--- config.mk ---
export PLATFORM = sky130hd
export DESIGN_NAME = work_request_balancer
export DESIGN_NICKNAME = d
export VERILOG_FILES = /design/src/rtl/wrb_pkg.sv /design/src/rtl/wrb_load_mem.sv /design/src/rtl/work_request_balancer.sv
export SDC_FILE = /design/constraint.sdc
export NUM_CORES = 1
export LEC_CHECK = 0
export BUFFER_PORTS_ARGS = -buffer_cell sky130_fd_sc_hd__buf_2
export CORE_MARGIN = 2
export CORE_UTILIZATION = 60
export DETAILED_ROUTE_END_ITERATION = 8
export PLACE_DENSITY = 0.8
export SYNTH_ARGS = -nofsm -noshare
export SYNTH_HDL_FRONTEND = slang
export SYNTH_SLANG_ARGS = --single-unit
export TNS_END_PERCENT = 5
--- constraint.sdc ---
create_clock -name clk -period 3.95 [get_ports clk]
set_input_delay 1.185 -clock clk [delete_from_list [all_inputs] [get_ports clk]]
set_output_delay 1.185 -clock clk [all_outputs]
set_load 0.01 [all_outputs]
--- src/rtl/wrb_pkg.sv ---
// Package for the work request balancer.
// Holds the transaction types, register indexes, codes and default sizes.
// No dependencies.
package wrb_pkg;

  localparam int DEF_MAX_WORKERS = 16;
  localparam int DEF_LOAD_BITS   = 16;

  localparam int CFG_IDX_W  = 2;
  localparam int CFG_DATA_W = 16;

  localparam logic [CFG_IDX_W-1:0] REG_ACTIVE_WORKERS   = 2'd0;
  localparam logic [CFG_IDX_W-1:0] REG_REPORT_STEP      = 2'd1;
  localparam logic [CFG_IDX_W-1:0] REG_FINISH_THRESHOLD = 2'd2;

  localparam logic [4:0]  RST_ACTIVE_WORKERS   = 5'd16;
  localparam logic [7:0]  RST_REPORT_STEP      = 8'd5;
  localparam logic [15:0] RST_FINISH_THRESHOLD = 16'd75;

  localparam logic ACT_REPORT      = 1'b0;
  localparam logic ACT_REQUEST     = 1'b1;
  localparam logic VERDICT_FINISH  = 1'b0;
  localparam logic VERDICT_FORWARD = 1'b1;

  typedef struct packed {
    logic       action;
    logic [3:0] source;
  } msg_t;

  typedef struct packed {
    logic       verdict;
    logic [3:0] target;
    logic [3:0] requester;
    logic       all_finished;
  } res_t;

  typedef enum logic [2:0] {
    ST_IDLE,
    ST_CHECK,
    ST_RPT_WR,
    ST_SCAN,
    ST_SCAN_END,
    ST_DECIDE
  } state_t;

endpackage

--- src/rtl/wrb_load_mem.sv ---
// Load count memory for the work request balancer.
// One write port, one registered read port; per-entry valid bits make
// unwritten entries read as zero after reset. Uses no package items.
module wrb_load_mem #(
  parameter int DEPTH = 16,
  parameter int WIDTH = 16
) (
  input  logic                     clk,
  input  logic                     rst,
  input  logic                     wr_en,
  input  logic [$clog2(DEPTH)-1:0] wr_addr,
  input  logic [WIDTH-1:0]         wr_data,
  input  logic [$clog2(DEPTH)-1:0] rd_addr,
  output logic [WIDTH-1:0]         rd_data
);

  logic [WIDTH-1:0] mem [DEPTH];
  logic [DEPTH-1:0] ent_valid;
  logic [WIDTH-1:0] rd_q;
  logic             rd_vld;

  always_ff @(posedge clk) begin
    if (wr_en) begin
      mem[wr_addr] <= wr_data;
    end
    rd_q <= mem[rd_addr];
  end

  always_ff @(posedge clk) begin
    if (rst) begin
      ent_valid <= '0;
      rd_vld    <= 1'b0;
    end else begin
      if (wr_en) begin
        ent_valid[wr_addr] <= 1'b1;
      end
      rd_vld <= ent_valid[rd_addr];
    end
  end

  assign rd_data = rd_vld ? rd_q : '0;

endmodule

--- src/rtl/work_request_balancer.sv ---
// Work request balancer, top level.
// Depends on wrb_pkg and wrb_load_mem.
//
// One message is taken at a time; msg_stall stays high while it is handled.
// A report passes the check and report-write states before the next message is
// taken, a message from an unused or finished worker the check state only, a
// request the check, scan (once per active worker), scan-end and decision
// states; load counts sit in a memory with one read port and are compared one
// per cycle against the running minimum. A result waits in an output register
// while the next message is handled; a request cannot complete until that
// register is free. Counts and marks are zero after reset with no clearing pass.
module work_request_balancer #(
  parameter int MAX_WORKERS = wrb_pkg::DEF_MAX_WORKERS,
  parameter int LOAD_BITS   = wrb_pkg::DEF_LOAD_BITS
) (
  input  logic                           clk,
  input  logic                           rst,
  input  logic                           cfg_we,
  input  logic [wrb_pkg::CFG_IDX_W-1:0]  cfg_index,
  input  logic [wrb_pkg::CFG_DATA_W-1:0] cfg_data,
  input  logic                           msg_valid,
  output logic                           msg_stall,
  input  wrb_pkg::msg_t                  msg,
  output logic                           res_valid,
  input  logic                           res_stall,
  output wrb_pkg::res_t                  res
);

  import wrb_pkg::*;

  localparam int WIDX  = $clog2(MAX_WORKERS);
  localparam int CNT_W = $clog2(MAX_WORKERS + 1);
  localparam int NW    = (CNT_W > 5) ? CNT_W : 5;
  localparam int TW    = (LOAD_BITS > 16) ? LOAD_BITS : 16;

  state_t state, state_next;

  logic [4:0]  active_workers;
  logic [7:0]  report_step;
  logic [15:0] finish_threshold;

  logic             act_q;
  logic [3:0]       src_q;
  logic [WIDX-1:0]  src_idx;
  logic [WIDX-1:0]  idx, idx_next;
  logic [WIDX-1:0]  scan_idx;
  logic             scan_vld;
  logic [LOAD_BITS-1:0] best, best_next;
  logic [WIDX-1:0]  pick, pick_next;

  logic [MAX_WORKERS-1:0] finished_mark;
  logic [CNT_W-1:0]       finished_total, finished_total_next;

  logic [NW-1:0]    act_ext;
  logic [CNT_W-1:0] n_eff;
  logic             src_ok;
  logic             scan_last;

  logic                 mem_wr_en;
  logic [WIDX-1:0]      mem_rd_addr;
  logic [LOAD_BITS-1:0] mem_rd_data;
  logic [LOAD_BITS:0]   sat_sum;
  logic [LOAD_BITS-1:0] sat_val;

  logic finish;
  logic can_load;
  logic decide_go;
  res_t res_next;

  // Effective worker count: zero used as one, clamped to MAX_WORKERS.
  always_comb begin
    act_ext = NW'(active_workers);
    if (act_ext == '0) begin
      n_eff = CNT_W'(1);
    end else if (act_ext > NW'(MAX_WORKERS)) begin
      n_eff = CNT_W'(MAX_WORKERS);
    end else begin
      n_eff = CNT_W'(act_ext);
    end
  end

  assign src_idx   = WIDX'(src_q);
  assign src_ok    = NW'(src_q) < NW'(n_eff);
  assign scan_last = (CNT_W'(idx) + CNT_W'(1)) == n_eff;

  assign sat_sum = {1'b0, mem_rd_data} + (LOAD_BITS+1)'(report_step);
  assign sat_val = sat_sum[LOAD_BITS] ? '1 : sat_sum[LOAD_BITS-1:0];

  wrb_load_mem #(
    .DEPTH(MAX_WORKERS),
    .WIDTH(LOAD_BITS)
  ) u_load_mem (
    .clk    (clk),
    .rst    (rst),
    .wr_en  (mem_wr_en),
    .wr_addr(src_idx),
    .wr_data(sat_val),
    .rd_addr(mem_rd_addr),
    .rd_data(mem_rd_data)
  );

  // Running minimum over the read-back counts.
  always_comb begin
    best_next = best;
    pick_next = pick;
    if (scan_vld) begin
      if (scan_idx == '0) begin
        best_next = mem_rd_data;
        pick_next = '0;
      end else if (scan_idx != src_idx && !finished_mark[scan_idx] &&
                   mem_rd_data < best) begin
        best_next = mem_rd_data;
        pick_next = scan_idx;
      end
    end
  end

  assign can_load = !res_valid || !res_stall;
  assign finish   = (pick == src_idx) || (TW'(best) > TW'(finish_threshold)) ||
                    finished_mark[pick];

  always_comb begin
    finished_total_next = finished_total;
    if (finish && finished_total < CNT_W'(MAX_WORKERS)) begin
      finished_total_next = finished_total + CNT_W'(1);
    end
    res_next.verdict      = finish ? VERDICT_FINISH : VERDICT_FORWARD;
    res_next.target       = finish ? src_q : 4'(pick);
    res_next.requester    = src_q;
    res_next.all_finished = finished_total_next >= n_eff;
  end

  always_comb begin
    state_next  = state;
    idx_next    = idx;
    mem_rd_addr = idx;
    mem_wr_en   = 1'b0;
    decide_go   = 1'b0;
    msg_stall   = 1'b1;
    case (state)
      ST_IDLE: begin
        msg_stall = 1'b0;
        if (msg_valid) begin
          state_next = ST_CHECK;
        end
      end
      ST_CHECK: begin
        mem_rd_addr = src_idx;
        idx_next    = '0;
        if (!src_ok) begin
          state_next = ST_IDLE;
        end else if (act_q == ACT_REPORT) begin
          state_next = ST_RPT_WR;
        end else if (finished_mark[src_idx]) begin
          state_next = ST_IDLE;
        end else begin
          state_next = ST_SCAN;
        end
      end
      ST_RPT_WR: begin
        mem_wr_en  = 1'b1;
        state_next = ST_IDLE;
      end
      ST_SCAN: begin
        if (scan_last) begin
          state_next = ST_SCAN_END;
        end else begin
          idx_next = idx + WIDX'(1);
        end
      end
      ST_SCAN_END: begin
        state_next = ST_DECIDE;
      end
      ST_DECIDE: begin
        if (can_load) begin
          decide_go  = 1'b1;
          state_next = ST_IDLE;
        end
      end
      default: begin
        state_next = ST_IDLE;
      end
    endcase
  end

  always_ff @(posedge clk) begin
    if (rst) begin
      state <= ST_IDLE;
    end else begin
      state <= state_next;
    end
  end

  always_ff @(posedge clk) begin
    if (rst) begin
      active_workers   <= RST_ACTIVE_WORKERS;
      report_step      <= RST_REPORT_STEP;
      finish_threshold <= RST_FINISH_THRESHOLD;
    end else if (cfg_we) begin
      case (cfg_index)
        REG_ACTIVE_WORKERS:   active_workers   <= cfg_data[4:0];
        REG_REPORT_STEP:      report_step      <= cfg_data[7:0];
        REG_FINISH_THRESHOLD: finish_threshold <= cfg_data[15:0];
        default: ;
      endcase
    end
  end

  always_ff @(posedge clk) begin
    if (rst) begin
      scan_vld       <= 1'b0;
      finished_mark  <= '0;
      finished_total <= '0;
      res_valid      <= 1'b0;
    end else begin
      scan_vld <= (state == ST_SCAN);
      if (decide_go) begin
        res_valid <= 1'b1;
        if (finish) begin
          finished_mark[src_idx] <= 1'b1;
        end
        finished_total <= finished_total_next;
      end else if (!res_stall) begin
        res_valid <= 1'b0;
      end
    end
  end

  always_ff @(posedge clk) begin
    if (state == ST_IDLE && msg_valid) begin
      act_q <= msg.action;
      src_q <= msg.source;
    end
    idx      <= idx_next;
    scan_idx <= idx;
    best     <= best_next;
    pick     <= pick_next;
    if (decide_go) begin
      res <= res_next;
    end
  end

  a_total_matches_marks: assert property (@(posedge clk) disable iff (rst)
    $countones(finished_mark) == 32'(finished_total))
    else $error("finished total out of step with finish marks");

  a_result_from_decide: assert property (@(posedge clk) disable iff (rst)
    $rose(res_valid) |-> $past(state) == ST_DECIDE)
    else $error("result raised outside decision step");

  a_forward_not_self: assert property (@(posedge clk) disable iff (rst)
    res_valid && res.verdict == VERDICT_FORWARD |-> res.target != res.requester)
    else $error("request forwarded to its own requester");

  a_report_no_result: assert property (@(posedge clk) disable iff (rst)
    state == ST_RPT_WR |=> !$rose(res_valid))
    else $error("progress report produced a result");

endmodule

==> results of run 1 <==
sequential cells by signal, indices dropped and copies added (netlist names):
register / flops
res: 10
res_valid: 1
finished_mark: 16
state: 3
act_ext: 5
finish_threshold: 16
u_load_mem.ent_valid: 16
u_load_mem.mem: 256
u_load_mem.rd_vld: 1
report_step: 8
best: 16
idx: 4
src_idx: 4
pick: 4
scan_vld: 1
finished_total: 5
act_q: 1
scan_idx: 4
u_load_mem.rd_q: 16
power by group:
group | internal, mW | switching [mW]
registers | 4.49 | 0.0772
clock network | 1.94 | 1.53
logic | 0.364 | 0.495
path summary, 6_finish.rpt:
check,cells after the start,from,slack [ns],to
max,11,u_load_mem.rd_vld,0.51,u_load_mem.mem[15][6]
min,2,finish_threshold[8],0.46,finish_threshold[8]
max reg2reg,11,u_load_mem.rd_vld,0.51,u_load_mem.mem[15][6]
min reg2reg,2,finish_threshold[8],0.46,finish_threshold[8]
cell type report:
| cell class | count | area (um^2) | share of cell area |
|---|---|---|---|
| tap | 341 | 426.7 | 0.02308 |
| inverter | 46 | 172.7 | 0.009339 |
| clock inverter | 11 | 105.1 | 0.005685 |
| timing repair buffer | 85 | 553.0 | 0.02991 |
| sequential | 387 | 10700 | 0.5787 |
| clock buffer | 60 | 1095 | 0.05921 |
| multi-input combinational | 597 | 5436 | 0.2940 |
placed cells by master, fill, tap and decap left out, types with 5 or more instances in the layout:
cell type / instances
ha_1: 49
xnor2_1: 9
a31oi_1: 5
and2_1: 14
clkbuf_16: 39
clkinv_1: 5
or4_1: 17
mux4_2: 81
edfxtp_1: 295
inv_1: 44
nand2_1: 85
o21ai_0: 24
nor2_2: 16
or2_2: 5
a21oi_1: 28
nor2_1: 39
buf_4: 45
a22oi_1: 33
nand2b_1: 13
nand3b_1: 5
o211ai_1: 6
o21a_1: 21
nand3_1: 18
nor2b_1: 9
o2bb2ai_1: 16
nand4_1: 7
buf_2: 39
a21o_1: 8
and3_1: 5
mux2i_1: 22
mux2_2: 11
dfxtp_1: 92
xor2_1: 12
clkbuf_1: 17
cells by family (layout without fill, tap and decap cells):
kind of cell             after synthesis  count (layout)  synth area share
multiplexers                         116             116            0.1331
adder cells (fa/ha/maj)               50              50           0.03829
AO/OA/AOI/OAI                        161             161           0.06849
buffers and inverters                101             202           0.02717
XOR/XNOR                              21              21           0.01112
flip-flops                           387             387            0.6472
AND/OR/NAND/NOR                      249             249           0.07462
stage by stage:
step | setup WS (ns) | util | cells
4_1_cts | 0.4784 | 0.6841 | 1527
2_1_floorplan | 0.8990 | - | 1085
3_5_place_dp | 0.4615 | 0.6397 | 1456
6_report | 0.5054 | 0.6841 | 1527
5_1_grt | 0.2289 | 0.6841 | 1527
3_3_place_gp | 0.5313 | 0.6397 | 1456
metal layers:
metal | up-vias | track usage | part of all wire
met5 | - | 0 | 0
li1 | 4346 | - | -
met3 | 84 | 0.05349 | 0.084
met1 | 4878 | 0.3532 | 0.39
met4 | 0 | 0.1093 | 0.037
met2 | 517 | 0.4389 | 0.49
critical path: cells and delay by family (launching register included):
kind / cells / cell delay (ns)
compound gates: 2 / 0.35
fa+ha+maj: 2 / 0.58
buf+inv: 3 / 0.42
flops: 1 / 0.32
simple gates: 4 / 1.49
==> results.sh, run 1 <==
export IMPL_syn_cell_area_um2=16530
export IMPL_die_w_um=170
export IMPL_fin_setup_tns_ns=0
export IMPL_ios=40
export IMPL_fill_cells=1736
export IMPL_grt_use_total=0.2669
export IMPL_drc=0
export IMPL_power_density_nw_per_um2=481.4
export IMPL_max_slew_margin=0.3593
export IMPL_outcome="finished clean"
export IMPL_start_kind="register"
export IMPL_post_cts_buffers=0
export IMPL_syn_nets=1163
export IMPL_yosys_warnings=0
export IMPL_clkTransAtPathRegs_ns=0.06
export IMPL_floorplan_initialDensity=0.6118
export IMPL_ys_seq_area_frac=0.6472
export IMPL_power_mw=8.901
export IMPL_hold_ws_ns=0.4572
export IMPL_holdBufCountCts=0
export IMPL_max_stage_delay_ns=0.64
export IMPL_clock_fmax_ghz=0.2903
export IMPL_cts_sinks=387
export IMPL_grt_ovfl_total=0
export IMPL_synth_distinct_cells=60
export IMPL_crit_type="reg -> reg"
export IMPL_final_area_um2=18490
export IMPL_hp_class="reg -> reg"
export IMPL_synth_top_area_share=0.5358
export IMPL_cts_resized=0
export IMPL_ys_seq_elements=387
export IMPL_clockRootBuffer="clkbuf_16"
export IMPL_synthCells=1085
export IMPL_cts_made_buffers=39
export IMPL_antenna_found_initial=0
export IMPL_io_buffer_count=39
export IMPL_skew_ns=0.03426
export IMPL_routed_wl_mm=37.69
export IMPL_postSynthAreaPerCell_um2=15.24
export IMPL_slew_viol_final=0
export IMPL_die_area_um2=28900
export IMPL_yosysMostFrequentCell="edfxtp_1"
export IMPL_hpwl_mm=22.42
export IMPL_worst_slew_pin_slew_ns=0.9590
export IMPL_path_cells="buf_4 -> and2_1 -> ha_1 -> inv_1 -> fa_1 -> nor2b_1 -> o2111ai_1 -> a31oi_1 -> buf_4 -> nand3_1 -> nand2_1"
export IMPL_rsz0062_at_grt="false"
export IMPL_crit_fanout=18
export IMPL_final_nets=1234
export IMPL_cellLeakagePower_nw=6.623
export IMPL_area_growth_pct=11.83
export IMPL_finalSetupViolations=0
export IMPL_timing_final_crit_share=0.8721
export IMPL_critPathCaptureType="register"
export IMPL_gp_congestion=0.8590
export IMPL_wire_per_inst_um=24.68
export IMPL_synth_enable_flop_cells=295
export IMPL_required_ns=4.21
export IMPL_finalHoldViolations=0
export IMPL_num_antenna_cells=0
export IMPL_design_core_area_um2=27030
export IMPL_grt_max_degree=50
export IMPL_layout_min_cycle_time_ns=3.445
export IMPL_die_height_um=170
export IMPL_worstPathArrival_ns=3.70
export IMPL_yosys_top_cells_count="edfxtp_1 (295), dfxtp_1 (92), nand2_1 (85)"
export IMPL_std_cell_rows=60
export IMPL_place_area_um2=17290
export IMPL_drt_iter0_drc=991
export IMPL_ir_drop_mv=0.4358
export IMPL_cts_buffer_depth=3
export IMPL_yosys_area_top_type="edfxtp_1"
export IMPL_via_per_inst=6.434
export IMPL_grt_pass1_vias=9856
export IMPL_cpMostUsedCell="buf_4"
export IMPL_synth_area_leaders="edfxtp_1 (54%), dfxtp_1 (11%), mux4_2 (11%)"
export IMPL_async_flop_share=0
export IMPL_drive_above_1_share=0.2175
export IMPL_cts_htree_levels=2
export IMPL_first_pass_iters=5
export IMPL_ant_nets=0
export IMPL_cts_tree="done"
export IMPL_yosys_most_used_dff="edfxtp_1"
export IMPL_grt_pass1_wl_mm=57.11
export IMPL_slowest_stage="nand2_1"
export IMPL_clock_latency_ns=0.55
export IMPL_cap_violations=0
export IMPL_vias=9825
Power figures use the tool's default switching activity.
==> run 2: changes to the inputs <==
ABC_AREA = 1   (was unset)
CELL_PAD_IN_SITES_DETAIL_PLACEMENT = 0   (was unset)
CELL_PAD_IN_SITES_GLOBAL_PLACEMENT = 2   (was unset)
CORE_UTILIZATION = 42   (was 60)
CTS_CLUSTER_SIZE = 20   (was unset)
PLACE_DENSITY = 0.83   (was 0.8)
==> results.sh, run 2 <==
export IMPL_wire_per_inst_um=19.83
export IMPL_num_antenna_cells=0
export IMPL_die_height_um=204.7
export IMPL_drt_iter0_drc=1057
export IMPL_grt_pass1_vias=11105
export IMPL_first_pass_iters=5
export IMPL_place_area_um2=17760
export IMPL_die_w_um=204.7
export IMPL_via_per_inst=5.325
export IMPL_max_stage_delay_ns=0.88
export IMPL_clock_latency_ns=0.58
export IMPL_antenna_found_initial=0
export IMPL_synth_top_area_share=0.5235
export IMPL_drc=0
export IMPL_yosys_area_top_type="edfxtp_1"
export IMPL_synth_enable_flop_cells=295
export IMPL_hold_path_end="finish_threshold[11]"
export IMPL_gp_congestion=0.8007
export IMPL_skew_ns=0.02489
export IMPL_r2r_setup_slack_ns=0.13
export IMPL_timing_final_crit_share=0.9681
export IMPL_clockRootBuffer="clkbuf_16"
export IMPL_synth_distinct_cells=42
export IMPL_outcome="finished clean"
export IMPL_start_kind="register"
export IMPL_yosysMostFrequentCell="edfxtp_1"
export IMPL_yosys_most_used_dff="edfxtp_1"
export IMPL_rr_startpoint="u_load_mem.rd_vld"
export IMPL_highest_layer="met4"
export IMPL_die_area_um2=41910
export IMPL_slew_viol_final=0
export IMPL_design_core_area_um2=39730
export IMPL_grt_use_total=0.2123
export IMPL_final_common_cell="edfxtp_1"
export IMPL_ios=40
export IMPL_critPathCaptureType="register"
export IMPL_worstPathArrival_ns=4.12
export IMPL_grt_ovfl_total=0
export IMPL_wl_met2_mm=19.96
export IMPL_grt_pass1_wl_mm=66.96
export IMPL_path_buf_inv=2
export IMPL_cts_buffer_depth=3
export IMPL_min_path_cells=2
export IMPL_crit_fanout=16
export IMPL_fill_cells=3614
export IMPL_fin_cells=2204
export IMPL_routed_wl_mm=43.70
export IMPL_met3_length_mm=2.606
export IMPL_max_slew_margin=0.2978
export IMPL_cts_sinks=387
export IMPL_hp_start="finish_threshold[11]"
export IMPL_ys_seq_area_frac=0.6323
export IMPL_cap_violations=0
export IMPL_hp_class="reg -> reg"
export IMPL_holdBufCountCts=0
export IMPL_area_growth_pct=13.36
export IMPL_cts_htree_levels=2
export IMPL_syn_cell_area_um2=16920
export IMPL_cts_tree="done"
export IMPL_std_cell_rows=73
export IMPL_ir_drop_mv=0.3525
export IMPL_crit_start="u_load_mem.rd_vld"
export IMPL_reg2reg_depth=10
export IMPL_ant_nets=0
export IMPL_hpwl_mm=26.18
export IMPL_ys_seq_elements=387
export IMPL_postSynthAreaPerCell_um2=10.51
export IMPL_clock_fmax_ghz=0.2615
export IMPL_fin_setup_tns_ns=0
export IMPL_yosys_top_cells_count="edfxtp_1 (295), nor2_1 (230), nand2_1 (181)"
export IMPL_finalHoldViolations=0
export IMPL_vias=11736
export IMPL_wl_met1_mm=20.33
export IMPL_crit_type="reg -> reg"
export IMPL_worst_slew_pin_slew_ns=1.050
export IMPL_final_area_um2=19180
export IMPL_synthCells=1610
export IMPL_final_nets=1724
export IMPL_r2r_end="u_load_mem.mem[6][11]"
export IMPL_final_cell_mix="edfxtp_1 (295), nor2_1 (227), nand2_1 (181)"
export IMPL_regMostFlops="u_load_mem.mem"
export IMPL_rsz0062_at_grt="true"
export IMPL_clkTransAtPathRegs_ns=0.06
export IMPL_io_buffer_count=39
export IMPL_grt_max_degree=91
export IMPL_cts_made_buffers=42
export IMPL_synth_area_leaders="edfxtp_1 (52%), dfxtp_1 (11%), o21ai_0 (5.3%)"
export IMPL_largest_reg_flops=256
export IMPL_place_inst=2127
export IMPL_syn_nets=1688
export IMPL_drive_above_1_share=0.1007
export IMPL_power_density_nw_per_um2=553.0
export IMPL_slowest_stage="nand4_1"
export IMPL_post_cts_buffers=0
export IMPL_crit_family="simple AND/OR/NAND/NOR gates"
export IMPL_floorplan_initialDensity=0.4259
export IMPL_required_ns=4.24
export IMPL_layout_min_cycle_time_ns=3.824
export IMPL_async_flop_share=0
export IMPL_cellLeakagePower_nw=7.255
export IMPL_finalSetupViolations=0
export IMPL_path_cells="nand2_1 -> inv_1 -> ha_1 -> inv_1 -> fa_1 -> o21ai_1 -> a21oi_1 -> o21ai_1 -> nand4_1 -> nand3_1"
export IMPL_yosys_warnings=0
run 2: changes by cell type in the layout (fill, tap and decap cells not counted), moves of 37 or more:
cell / delta
nor2_1: +188
o21ai_0: +154
inv_1: +106
nand2_1: +96
mux4_2: -81
nand3_1: +58
o211ai_1: +38
a21oi_1: +37
run 2: repair_timing:
item / in CTS / in global routing
hold endpoints to repair: 0 / 0
setup endpoints to repair: 0 / 224
gates resized for setup: 0 / 1
run 2: kinds of logic (layout without fill, tap and decap cells):
family / count (synthesis) / count (layout) / synth area share
AO/OA/AOI/OAI: 382 / 382 / 0.1315
XOR/XNOR: 18 / 18 / 0.009316
flip-flops: 387 / 387 / 0.6323
adder cells (fa/ha/maj): 50 / 50 / 0.03741
buffers and inverters: 236 / 305 / 0.05871
AND/OR/NAND/NOR: 537 / 537 / 0.1308
run 2: worst max path at each step:
stage                                        end  slack, ns  cells past startpoint
after floorplan                          best[0]       0.29                     14
after global placement      u_load_mem.mem[8][8]       0.25                     10
after detailed placement   u_load_mem.mem[4][13]       0.14                     10
after CTS                 u_load_mem.mem[13][10]       0.15                     10
after global routing       u_load_mem.mem[10][1]      -0.15                     10
final                      u_load_mem.mem[6][11]       0.13                     10
run 2: worst min-delay path: stages (launching register included):
cell     delay, ns
dfxtp_1       0.30
inv_1         0.06
a21oi_1       0.06
run 2: layout make-up:
cell class                 instances  area (um^2)  share of cell area
clock buffer                      52         1110             0.05785
clock inverter                    25        306.5             0.01598
inverter                         154        578.1             0.03013
multi-input combinational        987         5324              0.2775
sequential                       387        10700              0.5578
tap                              525        656.9             0.03424
timing repair buffer              74        508.0             0.02648
run 2: routing by layer:
metal,track usage,vias to the layer above
met5,0,-
met4,0.06134,0
met3,0.02879,55
met2,0.3359,336
met1,0.3050,5610
li1,-,5735
run 2: metrics by stage:
step	power [mW]	hold slack (ns)	worst slack (ns)	util
2_1_floorplan	6.077	0.3969	0.2913	-
5_1_grt	11.10	0.4841	-0.1500	0.4828
3_5_place_dp	6.647	0.4549	0.1410	0.4470
4_1_cts	10.68	0.4652	0.1477	0.4827
6_report	10.61	0.4620	0.1259	0.4828
3_3_place_gp	6.622	0.4493	0.2500	0.4470
run 2: report_power, final:
group / switching [mW] / internal [mW]
sequential: 0.101 / 4.72
combinational: 1.27 / 0.489
clock: 1.62 / 2.41
==> run 3: changes to the inputs <==
clock period = 4.15 ns   (was 3.95 ns; I/O delays follow)
==> results.sh, run 3 (same netlist as run 2, synthesis figures left out) <==
export IMPL_place_area_um2=17770
export IMPL_required_ns=4.45
export IMPL_clkTransAtPathRegs_ns=0.06
export IMPL_fin_cells=2207
export IMPL_layout_min_cycle_time_ns=3.944
export IMPL_fill_cells=3639
export IMPL_die_area_um2=41910
export IMPL_cts_tree="done"
export IMPL_grt_pass1_wl_mm=67.48
export IMPL_via_per_inst=5.343
export IMPL_finalSetupViolations=0
export IMPL_slew_viol_final=0
export IMPL_cap_violations=0
export IMPL_power_density_nw_per_um2=521.9
export IMPL_die_w_um=204.7
export IMPL_cts_buffer_depth=3
export IMPL_cts_htree_levels=2
export IMPL_max_slew_margin=0.2961
export IMPL_grt_pass1_vias=11340
export IMPL_final_common_cell="edfxtp_1"
export IMPL_holdBufCountCts=0
export IMPL_cts_made_buffers=43
export IMPL_seqCellArea_um2=10700
export IMPL_cts_resized=0
export IMPL_rsz0062_at_grt="true"
export IMPL_regMostFlops="u_load_mem.mem"
export IMPL_path_cells="buf_4 -> nand2_1 -> inv_1 -> ha_1 -> inv_1 -> fa_1 -> o21ai_1 -> a21oi_1 -> o21ai_1 -> nand4_1 -> nand3_1"
export IMPL_worstPathArrival_ns=4.24
export IMPL_post_cts_buffers=0
export IMPL_routed_wl_mm=44.09
export IMPL_timing_final_crit_share=0.9504
export IMPL_slowest_stage="nand4_1"
export IMPL_num_antenna_cells=0
export IMPL_largest_reg_flops=256
export IMPL_fin_util=0.4820
export IMPL_critPathCaptureType="register"
export IMPL_clock_fmax_ghz=0.2535
export IMPL_crit_type="reg -> reg"
export IMPL_hp_class="reg -> reg"
export IMPL_start_kind="register"
export IMPL_antenna_found_initial=0
export IMPL_design_core_area_um2=39730
export IMPL_crit_fanout=16
export IMPL_cts_sinks=387
export IMPL_hpwl_mm=26.24
export IMPL_drive_above_1_share=0.09691
export IMPL_io_buffer_count=39
export IMPL_max_stage_delay_ns=0.77
export IMPL_die_height_um=204.7
export IMPL_std_cell_rows=73
export IMPL_cellLeakagePower_nw=7.230
export IMPL_place_inst=2127
export IMPL_area_growth_pct=13.16
export IMPL_worst_slew_pin_slew_ns=1.055
export IMPL_ir_drop_mv=0.3472
export IMPL_clockRootBuffer="clkbuf_16"
export IMPL_floorplan_initialDensity=0.4259
export IMPL_gp_congestion=0.8608
export IMPL_outcome="finished clean"
export IMPL_drt_iter0_drc=976
export IMPL_grt_ovfl_total=0
export IMPL_wire_per_inst_um=19.98
export IMPL_crit_family="simple AND/OR/NAND/NOR gates"
export IMPL_first_pass_iters=7
export IMPL_skew_ns=0.02273
export IMPL_clock_latency_ns=0.59
export IMPL_finalHoldViolations=0
export IMPL_final_area_um2=19150
export IMPL_drc=0
export IMPL_final_nets=1725
export IMPL_ios=40
export IMPL_ant_nets=0
export IMPL_final_cell_mix="edfxtp_1 (295), nor2_1 (227), nand2_1 (181)"
export IMPL_vias=11792
export IMPL_path_buf_inv=3
export IMPL_grt_use_total=0.2144
export IMPL_multi_input_area_um2=5319
export IMPL_grt_max_degree=68
[run 3: cell types whose count changed in the layout (fill, tap and decap cells not counted), moves of 2 or more]
cell	change
bufinv_16	-3
clkbuf_1	+6
clkbuf_8	+2
clkinv_1	+2
clkinv_2	-4
clkinv_4	+2
clkinvlp_4	-2
[run 3: worst paths after layout]
path | start | endpoint | slack, ns | cells past startpoint
setup / recovery | u_load_mem.rd_vld | u_load_mem.mem[9][9] | 0.21 | 11
hold / removal | finish_threshold[11] | finish_threshold[11] | 0.46 | 2
setup reg to reg | u_load_mem.rd_vld | u_load_mem.mem[9][9] | 0.21 | 11
hold reg to reg | finish_threshold[11] | finish_threshold[11] | 0.46 | 2
[run 3: routing by layer]
layer  global-route usage  vias to the layer above  share of wire
met2               0.3439                      351           0.46
met4              0.05047                        0          0.016
li1                     -                     5733              -
met3              0.03961                       60          0.062
met5                    0                        -              0
met1               0.3018                     5648           0.46
[run 3: worst register-to-register path: cells and delay by family, from the launching register on]
kind | cells | cell delay (ns)
AO/OA/AOI/OAI | 3 | 0.74
flip-flops | 1 | 0.31
adder cells (fa/ha/maj) | 2 | 0.57
AND/OR/NAND/NOR | 3 | 1.63
buffers and inverters | 3 | 0.41
[run 3: layout make-up]
cell class	instances	share of cell area
repair buffers	74	0.02718
flip-flops and latches	387	0.5588
clock buffers	60	0.06057
inverters	154	0.03019
multi-input cells	987	0.2778
clock inverters	20	0.01124
well taps	525	0.03430
[run 3: report_power, final]
group / switching (mW) / internal [mW]
sequential: 0.0930 / 4.49
combinational: 1.22 / 0.477
clock: 1.55 / 2.16
total: 2.86 / 7.13
[run 3: through the flow]
| stage | total power, mW | TNS, ns | hold WS, ns | setup WS [ns] |
|---|---|---|---|---|
| CTS | 10.07 | 0 | 0.4616 | 0.2432 |
| global route | 10.45 | -1.759 | 0.4815 | -0.04713 |
| floorplan | 5.784 | 0 | 0.3969 | 0.4913 |
| global placement | 6.320 | 0 | 0.4506 | 0.2978 |
| finish | 9.995 | 0 | 0.4589 | 0.2059 |
| detailed placement | 6.350 | 0 | 0.4511 | 0.2354 |
